## src/hw/rtl/assert_macros.svh

```systemverilog
// assertion helpers, empty when synthesizing
`ifndef ASSERT_MACROS_SVH
`define ASSERT_MACROS_SVH

`ifndef SYNTHESIS
`define ASSERT_IMPLIES(lbl, clk, rst_n, pre, post, msg) \
  lbl: assert property (@(posedge clk) disable iff (!rst_n) (pre) |-> (post)) else $error(msg);
`define ASSERT_NEXT(lbl, clk, rst_n, pre, post, msg) \
  lbl: assert property (@(posedge clk) disable iff (!rst_n) (pre) |=> (post)) else $error(msg);
`else
`define ASSERT_IMPLIES(lbl, clk, rst_n, pre, post, msg)
`define ASSERT_NEXT(lbl, clk, rst_n, pre, post, msg)
`endif

`endif

```

## src/hw/rtl/hcbd_pkg.sv

```systemverilog
`timescale 1ns / 1ps
package hcbd_pkg;

  localparam int unsigned SizeBitsDef  = 32;
  localparam int unsigned CountBitsDef = 16;
  localparam int unsigned EncLen       = 26;
  localparam logic [15:0] MaxBodyRst   = 16'hFFFF;

  localparam logic [7:0] ChCr = 8'd13;
  localparam logic [7:0] ChLf = 8'd10;
  localparam logic [7:0] ChT  = "t";

  localparam logic [2:0] StIdentity = 3'd0;
  localparam logic [2:0] StZeroChunk = 3'd1;
  localparam logic [2:0] StBadSize  = 3'd2;
  localparam logic [2:0] StLenCap   = 3'd3;
  localparam logic [2:0] StNoHdrEnd = 3'd4;
  localparam logic [2:0] StCutShort = 3'd5;

  typedef enum logic [6:0] {
    PhHeader  = 7'b0000001,
    PhIdent   = 7'b0000010,
    PhSize    = 7'b0000100,
    PhLeadGap = 7'b0001000,
    PhData    = 7'b0010000,
    PhTrail   = 7'b0100000,
    PhStop    = 7'b1000000
  } phase_e;

  typedef struct packed {
    logic [2:0] end_status;
    logic       body_last;
    logic       byte_valid;
    logic [7:0] body_byte;
  } result_t;

  function automatic logic [7:0] to_lower(input logic [7:0] b);
    to_lower = (b >= 8'd65 && b <= 8'd90) ? b + 8'd32 : b;
  endfunction

  function automatic logic is_crlf(input logic [7:0] b);
    is_crlf = (b == ChCr) || (b == ChLf);
  endfunction

  function automatic logic is_space(input logic [7:0] b);
    is_space = (b == 8'd32) || (b >= 8'd9 && b <= 8'd13);
  endfunction

  // {digit found, value}
  function automatic logic [4:0] hex_value(input logic [7:0] b);
    logic [7:0] v;
    v = 8'd0;
    hex_value = 5'd0;
    if (b >= 8'd48 && b <= 8'd57) begin
      v = b - 8'd48;
      hex_value = {1'b1, v[3:0]};
    end else if (b >= 8'd97 && b <= 8'd102) begin
      v = b - 8'd87;
      hex_value = {1'b1, v[3:0]};
    end else if (b >= 8'd65 && b <= 8'd70) begin
      v = b - 8'd55;
      hex_value = {1'b1, v[3:0]};
    end
  endfunction

  function automatic logic [7:0] sep_char(input logic [1:0] idx);
    sep_char = idx[0] ? ChLf : ChCr;
  endfunction

  // "transfer-encoding: chunked", lower case
  function automatic logic [7:0] enc_char(input logic [4:0] idx);
    unique case (idx)
      5'd0:  enc_char = "t";
      5'd1:  enc_char = "r";
      5'd2:  enc_char = "a";
      5'd3:  enc_char = "n";
      5'd4:  enc_char = "s";
      5'd5:  enc_char = "f";
      5'd6:  enc_char = "e";
      5'd7:  enc_char = "r";
      5'd8:  enc_char = "-";
      5'd9:  enc_char = "e";
      5'd10: enc_char = "n";
      5'd11: enc_char = "c";
      5'd12: enc_char = "o";
      5'd13: enc_char = "d";
      5'd14: enc_char = "i";
      5'd15: enc_char = "n";
      5'd16: enc_char = "g";
      5'd17: enc_char = ":";
      5'd18: enc_char = " ";
      5'd19: enc_char = "c";
      5'd20: enc_char = "h";
      5'd21: enc_char = "u";
      5'd22: enc_char = "n";
      5'd23: enc_char = "k";
      5'd24: enc_char = "e";
      5'd25: enc_char = "d";
      default: enc_char = "t";
    endcase
  endfunction

endpackage

```

## src/hw/rtl/http_chunked_body_decoder_top.sv

```systemverilog
`timescale 1ns / 1ps
// http chunked body decoder
// s_axis carries the raw response, one byte per transaction, tlast on the final byte.
// m_axis carries decoded body bytes; a transaction is sent for every emitted body byte
// and for the final response byte (tlast), which also carries the end status in tuser.
// cfg_we_i / cfg_wdata_i load the body length cap; write it only while the block is idle.
// a byte taken on s_axis is held in the input register; its result is registered in the
// result register and shown on m_axis.
// throughput: one byte per cycle unless m_axis stalls, set by the single decode stage
// between the input and result registers; all parsing state updates in that one stage.
// when the receiver stalls with a result held, one more byte is taken into the input
// register, then s_axis_tready_o drops until the result is taken.
// every byte waits in the input register until the result register is free, also a
// byte that produces no result.
// reset clears all parsing state and the valid flags of both registers, and sets the cap to 65535.
// after the final byte of a response the parsing state returns to its reset values,
// the cap keeps its value.
`include "assert_macros.svh"

module http_chunked_body_decoder_top #(
  parameter int unsigned SIZE_BITS  = hcbd_pkg::SizeBitsDef,
  parameter int unsigned COUNT_BITS = hcbd_pkg::CountBitsDef
) (
  input  logic        clk_i,
  input  logic        rst_ni,
  input  logic        cfg_we_i,
  input  logic [15:0] cfg_wdata_i,
  input  logic        s_axis_tvalid_i,
  output logic        s_axis_tready_o,
  input  logic [7:0]  s_axis_tdata_i,   // data_byte
  input  logic        s_axis_tlast_i,   // end_of_response
  output logic        m_axis_tvalid_o,
  input  logic        m_axis_tready_i,
  output logic [7:0]  m_axis_tdata_o,   // body_byte
  output logic [3:0]  m_axis_tuser_o,   // end_status[2:0], byte_valid
  output logic        m_axis_tlast_o    // body_last
);

  localparam int unsigned CapW = (COUNT_BITS > 16) ? COUNT_BITS : 16;

  logic [15:0]           max_len_q;
  logic                  in_valid_q;
  logic [7:0]            in_byte_q;
  logic                  in_last_q;
  logic                  out_valid_q;
  hcbd_pkg::result_t     out_q, res_d;
  logic                  advance, produce;

  hcbd_pkg::phase_e      phase_q, phase_d;
  logic [1:0]            sep_q, sep_d;
  logic [4:0]            enc_q, enc_d;
  logic                  chunked_q, chunked_d;
  logic [SIZE_BITS-1:0]  acc_q, acc_d;
  logic [3:0]            digits_q, digits_d;
  logic [SIZE_BITS-1:0]  remain_q, remain_d;
  logic [COUNT_BITS-1:0] count_q, count_d;
  logic [2:0]            stop_q, stop_d;

  logic [CapW-1:0]       cap;
  logic [CapW-1:0]       cfg_ext;
  logic [CapW-1:0]       cnt_max;
  logic                  cap_hit;
  logic [7:0]            b;
  logic [7:0]            lb;
  logic [4:0]            hv;
  logic                  do_size, do_emit, in_chunk;
  logic                  emit_ok;
  logic [2:0]            status;

  assign advance         = in_valid_q && (!out_valid_q || m_axis_tready_i);
  assign s_axis_tready_o = !in_valid_q || advance;

  assign cfg_ext = CapW'(max_len_q);
  assign cnt_max = CapW'({COUNT_BITS{1'b1}});
  assign cap     = (cfg_ext < cnt_max) ? cfg_ext : cnt_max;
  assign cap_hit = CapW'(count_q) >= cap;
  assign b       = in_byte_q;
  assign lb      = hcbd_pkg::to_lower(in_byte_q);
  assign hv      = hcbd_pkg::hex_value(in_byte_q);

  always_comb begin
    phase_d   = phase_q;
    sep_d     = sep_q;
    enc_d     = enc_q;
    chunked_d = chunked_q;
    acc_d     = acc_q;
    digits_d  = digits_q;
    remain_d  = remain_q;
    count_d   = count_q;
    stop_d    = stop_q;
    do_size   = 1'b0;
    do_emit   = 1'b0;
    in_chunk  = 1'b0;
    emit_ok   = 1'b0;
    status    = hcbd_pkg::StIdentity;

    unique case (phase_q)
      hcbd_pkg::PhHeader: begin
        if (lb == hcbd_pkg::enc_char(enc_q)) begin
          if (enc_q == 5'(hcbd_pkg::EncLen - 1)) begin
            chunked_d = 1'b1;
            enc_d     = 5'd0;
          end else begin
            enc_d = enc_q + 5'd1;
          end
        end else begin
          enc_d = (lb == hcbd_pkg::ChT) ? 5'd1 : 5'd0;
        end
        if (b == hcbd_pkg::sep_char(sep_q)) begin
          if (sep_q == 2'd3) begin
            sep_d   = 2'd0;
            enc_d   = 5'd0;
            phase_d = chunked_d ? hcbd_pkg::PhSize : hcbd_pkg::PhIdent;
          end else begin
            sep_d = sep_q + 2'd1;
          end
        end else begin
          sep_d = (b == hcbd_pkg::ChCr) ? 2'd1 : 2'd0;
        end
      end
      hcbd_pkg::PhIdent: do_emit = 1'b1;
      hcbd_pkg::PhSize: do_size = 1'b1;
      hcbd_pkg::PhLeadGap: begin
        if (!hcbd_pkg::is_crlf(b)) begin
          phase_d  = hcbd_pkg::PhData;
          do_emit  = 1'b1;
          in_chunk = 1'b1;
        end
      end
      hcbd_pkg::PhData: begin
        do_emit  = 1'b1;
        in_chunk = 1'b1;
      end
      hcbd_pkg::PhTrail: begin
        if (!hcbd_pkg::is_crlf(b)) begin
          phase_d = hcbd_pkg::PhSize;
          do_size = 1'b1;
        end
      end
      hcbd_pkg::PhStop: ;
      default: ;
    endcase

    if (do_size) begin
      if (hv[4]) begin
        if (acc_q[SIZE_BITS-1 -: 4] != 4'd0) begin
          acc_d = '1;
        end else begin
          acc_d = {acc_q[SIZE_BITS-5:0], hv[3:0]};
        end
        if (digits_q != 4'd15) digits_d = digits_q + 4'd1;
      end else if (digits_q == 4'd0) begin
        if (!hcbd_pkg::is_space(b)) begin
          phase_d = hcbd_pkg::PhStop;
          stop_d  = hcbd_pkg::StBadSize;
        end
      end else if (acc_q == '0) begin
        phase_d = hcbd_pkg::PhStop;
        stop_d  = hcbd_pkg::StZeroChunk;
      end else begin
        remain_d = acc_q;
        acc_d    = '0;
        digits_d = 4'd0;
        if (hcbd_pkg::is_crlf(b)) begin
          phase_d = hcbd_pkg::PhLeadGap;
        end else begin
          phase_d  = hcbd_pkg::PhData;
          do_emit  = 1'b1;
          in_chunk = 1'b1;
        end
      end
    end

    if (do_emit) begin
      if (cap_hit) begin
        phase_d = hcbd_pkg::PhStop;
        stop_d  = hcbd_pkg::StLenCap;
      end else begin
        emit_ok = 1'b1;
        count_d = count_q + COUNT_BITS'(1);
        if (in_chunk) begin
          remain_d = remain_d - SIZE_BITS'(1);
          if (remain_d == '0) phase_d = hcbd_pkg::PhTrail;
        end
      end
    end

    unique case (phase_d)
      hcbd_pkg::PhStop:   status = stop_d;
      hcbd_pkg::PhHeader: status = hcbd_pkg::StNoHdrEnd;
      hcbd_pkg::PhIdent:  status = hcbd_pkg::StIdentity;
      hcbd_pkg::PhSize: begin
        if (digits_d == 4'd0)  status = hcbd_pkg::StBadSize;
        else if (acc_d == '0)  status = hcbd_pkg::StZeroChunk;
        else                   status = hcbd_pkg::StCutShort;
      end
      hcbd_pkg::PhLeadGap, hcbd_pkg::PhData: status = hcbd_pkg::StCutShort;
      default: status = hcbd_pkg::StBadSize;
    endcase

    if (in_last_q) begin
      phase_d   = hcbd_pkg::PhHeader;
      sep_d     = 2'd0;
      enc_d     = 5'd0;
      chunked_d = 1'b0;
      acc_d     = '0;
      digits_d  = 4'd0;
      remain_d  = '0;
      count_d   = '0;
      stop_d    = hcbd_pkg::StIdentity;
    end

    produce         = emit_ok || in_last_q;
    res_d.body_byte  = emit_ok ? b : 8'd0;
    res_d.byte_valid = emit_ok;
    res_d.body_last  = in_last_q;
    res_d.end_status = in_last_q ? status : hcbd_pkg::StIdentity;
  end

  always_ff @(posedge clk_i or negedge rst_ni) begin
    if (!rst_ni) begin
      max_len_q   <= hcbd_pkg::MaxBodyRst;
      in_valid_q  <= 1'b0;
      out_valid_q <= 1'b0;
      phase_q     <= hcbd_pkg::PhHeader;
      sep_q       <= 2'd0;
      enc_q       <= 5'd0;
      chunked_q   <= 1'b0;
      acc_q       <= '0;
      digits_q    <= 4'd0;
      remain_q    <= '0;
      count_q     <= '0;
      stop_q      <= hcbd_pkg::StIdentity;
    end else begin
      if (cfg_we_i) max_len_q <= cfg_wdata_i;
      if (s_axis_tready_o) in_valid_q <= s_axis_tvalid_i;
      if (advance) begin
        out_valid_q <= produce;
        phase_q     <= phase_d;
        sep_q       <= sep_d;
        enc_q       <= enc_d;
        chunked_q   <= chunked_d;
        acc_q       <= acc_d;
        digits_q    <= digits_d;
        remain_q    <= remain_d;
        count_q     <= count_d;
        stop_q      <= stop_d;
      end else if (m_axis_tready_i) begin
        out_valid_q <= 1'b0;
      end
    end
  end

  always_ff @(posedge clk_i) begin
    if (s_axis_tready_o && s_axis_tvalid_i) begin
      in_byte_q <= s_axis_tdata_i;
      in_last_q <= s_axis_tlast_i;
    end
    if (advance && produce) out_q <= res_d;
  end

  assign m_axis_tvalid_o = out_valid_q;
  assign m_axis_tdata_o  = out_q.body_byte;
  assign m_axis_tuser_o  = {out_q.end_status, out_q.byte_valid};
  assign m_axis_tlast_o  = out_q.body_last;

  `ASSERT_IMPLIES(a_result_has_cause, clk_i, rst_ni, m_axis_tvalid_o, m_axis_tuser_o[0] || m_axis_tlast_o, "result with neither byte nor last")
  `ASSERT_IMPLIES(a_status_only_last, clk_i, rst_ni, m_axis_tvalid_o && !m_axis_tlast_o, m_axis_tuser_o[3:1] == hcbd_pkg::StIdentity, "end status outside last")
  `ASSERT_NEXT(a_input_held, clk_i, rst_ni, in_valid_q && !advance, in_valid_q && $stable(in_byte_q), "stalled byte lost")

endmodule

```

## config.mk

```make
export PLATFORM = sky130hd
export DESIGN_NAME = http_chunked_body_decoder_top
export DESIGN_NICKNAME = d
export VERILOG_FILES = /design/src/hw/rtl/hcbd_pkg.sv /design/src/hw/rtl/http_chunked_body_decoder_top.sv
export VERILOG_INCLUDE_DIRS = /design/src /design/src/hw/rtl
export SDC_FILE = /design/constraint.sdc
export NUM_CORES = 1
export LEC_CHECK = 0
export BUFFER_PORTS_ARGS = -buffer_cell sky130_fd_sc_hd__buf_2
export CORE_MARGIN = 2
export CORE_UTILIZATION = 45
export CTS_CLUSTER_SIZE = 20
export DETAILED_ROUTE_END_ITERATION = 8
export SYNTH_ARGS = -nofsm -noshare
export SYNTH_HDL_FRONTEND = slang
export SYNTH_SLANG_ARGS = --single-unit
```

## constraint.sdc

```tcl
create_clock -name clk_i -period 8.01 [get_ports clk_i]
set_clock_uncertainty 0.2 [all_clocks]
set_input_delay 0.801 -clock clk_i [delete_from_list [all_inputs] [get_ports clk_i]]
set_output_delay 0.801 -clock clk_i [all_outputs]
set_load 0.02 [all_outputs]
```

==> metrics.txt <==
clk_lat worst skew 0.43 ns; RSZ-0062 raised after global routing no; crit path capture type register; max cap viols 0; distinct cell type count after synthesis between 80 and 90; Synth top cells by count 160 x nand2_1, 141 x o21ai_0, 126 x nor2_1; Worst-Margin Slew between 0.9 and 1 ns; CTS Root Cell clkbuf_16; Chip Height approximately 160 µm; switching power ~990 µW; GR peak layer met2; Hold Violations, Final 0; first-pass detailed-route iteration total 8; fill count approximately 2200; crit path DAT 6.55 ns; DRT iter0 DRCs around 1200; Final setup viols 0; Post-Syn Area per Cell around 8.0 µm²; Residual DRC 0; worst slack, placed ~1.5 ns; share of layout cells above drive strength 1 0.1136; total power 2.562 mW; max-slew violations 0; Via density just over 6; antenna fix cells 0; Inst Count DP 1608; non-filler cells, final 1640; clock slew at reported path FFs roughly 0.070 ns; CP top delay family simple AND/OR/NAND/NOR gates; final setup margin between 1 and 1.5 ns; Crit path largest cell delay about 0.6 ns; HPWL Detailed 23.25 mm; Tmin final around 6.6 ns; crit path kind reg2reg; total negative slack 0 ns; Layout area overhead 9.213%; fraction of registers with async set/reset 0.8451; Post-CTS Hold Fix Bufs 0; Seq. cell area between 3000 and 4000 µm²; largest net degree at the start of global routing between 60 and 70; Comb pwr share 0.318; Multi-input gate area about 6400 µm²; die width ~160 µm; flops & latches, synth between 100 and 150; CTS max path bufs 2; IO buf count 44; cell with the most instances after synthesis nand2_1; TritonCTS clock tree built; Max-slew headroom 0.3487; Post-CTS Resized 0; worst vdd ir 0.1362 mV; core region area approximately 23000 µm²; Syn. warnings 0; final WL 33.49 mm; Pint roughly 1.6 mW; Top FF cell, synth dfrtp_1; area share of the largest cell type after synthesis 0.2418; CTS sink count around 140; met2 usage 0.4141; Pleak approximately 4.9 nW; Synth area leaders dfrtp_1 24%, o21ai_0 6.6%, edfxtp_1 6.2%; post-CTS setup repair buffer count 0; Antenna Nets Post-Route 0; switch share 0.3876; Total Routing Usage GR 0.2753; met1 Resource Use GR 0.3822; worst hold-check path type in2async; count of flip-flops with a built-in enable after synthesis 22; crit start category register; die area between 20000 and 25000 µm²; Critical Path RT roughly 8 ns; post-synth net total approximately 1400; Period Utilization, post-route 0.8206; Post-Syn Area about 11000 µm²; Slowest-stage cell, CP a22oi_2; CP cell instances inv_1, ha_1, or3b_2, and3_1, a22oi_2, nand3_1, buf_4, a21oi_1, ha_1, nor2b_1, nand4_1, nor4_1, nand2_1, a21oi_1, o311ai_0, nor4_1, nor3_1, o41a_1; register area share after synthesis 0.3456; H-tree depth 4; Synth area leader dfrtp_1; sequential share of power 0.356; GP Congestion 0.9771; vias in the first global route ~9600; GRT overflow 0; TritonCTS Buffers 17; FMAX 0.1521 GHz; synthesized instance count about 1300; Initial Utilization 0.4569; GR Layer Usage met3 0.07857; per-cell routed wire length between 20 and 25 µm; status completed; via count approximately 10000; final core occ 0.4990; Ports 45; initial antenna violation count 0; first-pass GRT wire length 53.48 mm; nets 1376; PwrDens about 220 nW/µm²; Crit Path Max Fanout 34; worst path bufs/invs 2; # rows 56; clock share of power 0.326
==> worst reg2reg max path: cells and delay by family, from the launching register on <==
kind | cells | cell delay (ns)
buffers and inverters | 2 | 0.59
and+or+nand+nor | 9 | 2.50
DFF | 1 | 0.55
AOI/OAI and AO/OA | 5 | 1.71
adders and majority gates | 2 | 0.77
==> per-layer routing <==
metal  share of wire  vias to the layer above
met5               0                        -
met4           0.026                        0
met3           0.088                       76
met2            0.44                      477
met1            0.45                     4822
li1                -                     4797
==> power by group through the flow <==
| stage | clock network (mW) | logic [mW] | registers [mW] |
|---|---|---|---|
| 2_1_floorplan | 0 | 0.631 | 0.859 |
| 3_3_place_gp | 0 | 0.790 | 0.921 |
| 3_5_place_dp | 0 | 0.793 | 0.923 |
| 4_1_cts | 0.843 | 0.799 | 0.909 |
| 5_1_grt | 0.876 | 0.905 | 0.924 |
| 6_report | 0.834 | 0.815 | 0.912 |
==> cell usage in the layout, fill, tap and decap left out, types with 7 or more instances in the layout <==
cell,Yosys,routed
a2111oi_0,7,7
a211oi_1,11,11
a21o_1,14,14
a21oi_1,57,57
a22oi_1,12,12
a31oi_1,12,12
and2_1,17,17
and3_1,13,13
buf_2,4,43
buf_4,1,17
clkbuf_16,0,19
dfrtp_1,103,103
dfstp_2,17,17
edfxtp_1,22,22
ha_1,38,38
inv_1,43,43
mux2_2,13,13
mux2i_1,22,22
nand2_1,160,159
nand2b_1,16,16
nand3_1,46,46
nand4_1,16,16
nand4b_1,7,7
nor2_1,126,126
nor2b_1,10,10
nor3_1,55,54
nor4_1,21,21
o2111ai_1,9,9
o211ai_1,7,7
o21ai_0,141,141
o22ai_1,11,11
o31ai_1,15,15
or2_2,7,7
or3_1,21,21
or4_1,11,11
xnor2_1,20,20
xor2_1,31,31
==> metrics by stage <==
step           hold slack [ns]  cell area, µm²
2_1_floorplan           0.2244           10660
5_1_grt                 0.3140           11640
3_3_place_gp            0.2650           11040
3_5_place_dp            0.2770           11040
6_report                0.2491           11640
4_1_cts                 0.2953           11640
==> final timing paths <==
| path | start | cells past startpoint | slack [ns] | end |
|---|---|---|---|---|
| setup / recovery | b[0]$_DFFE_PP_ | 18 | 1.44 | m_axis_tuser_o[3]$_SDFFCE_PN0P_ |
| hold / removal | rst_ni | 1 | 0.25 | enc_q[2]$_DFFE_PN0P_ |
| setup reg to reg | b[0]$_DFFE_PP_ | 18 | 1.44 | m_axis_tuser_o[3]$_SDFFCE_PN0P_ |
| hold reg to reg | stop_q[2]$_DFFE_PN0P_ | 2 | 0.30 | stop_q[2]$_DFFE_PN0P_ |
| max in group asynchronous | rst_ni | 2 | 6.06 | remain_q[18]$_DFFE_PN0P_ |
| min in group clk_i | stop_q[2]$_DFFE_PN0P_ | 2 | 0.30 | stop_q[2]$_DFFE_PN0P_ |
==> flip-flops by register name, summed over array words and instances (netlist names) <==
name	cells
acc_q	32
remain_q	32
cfg_ext	16
count_q	16
b	8
m_axis_tdata_o	8
phase_q	7
enc_q	5
digits_q	4
m_axis_tuser_o	4
stop_q	3
sep_q	2
chunked_q	1
in_last_q	1
in_valid_q	1
m_axis_tlast_o	1
m_axis_tvalid_o	1
==> cells by family (layout without fill, tap and decap cells) <==
| logic type | count (synthesis) | count (layout) | synth area share |
|---|---|---|---|
| simple gates | 558 | 558 | 0.2628 |
| compound gates | 361 | 361 | 0.2178 |
| buf+inv | 142 | 135 | 0.05082 |
| xor+xnor | 51 | 51 | 0.04190 |
| mux | 36 | 36 | 0.03650 |
| fa+ha+maj | 38 | 38 | 0.04460 |
| flops | 142 | 142 | 0.3456 |
==> final cells by class <==
type                       count  share of cell area
inverter                      43             0.01386
timing repair buffer          60             0.02944
multi-input combinational   1044              0.5538
sequential                   142              0.3165
tap                          319             0.03428
clock inverter                13             0.01128
clock buffer                  19             0.04083
No activity file was read; power rests on OpenSTA's default activity.
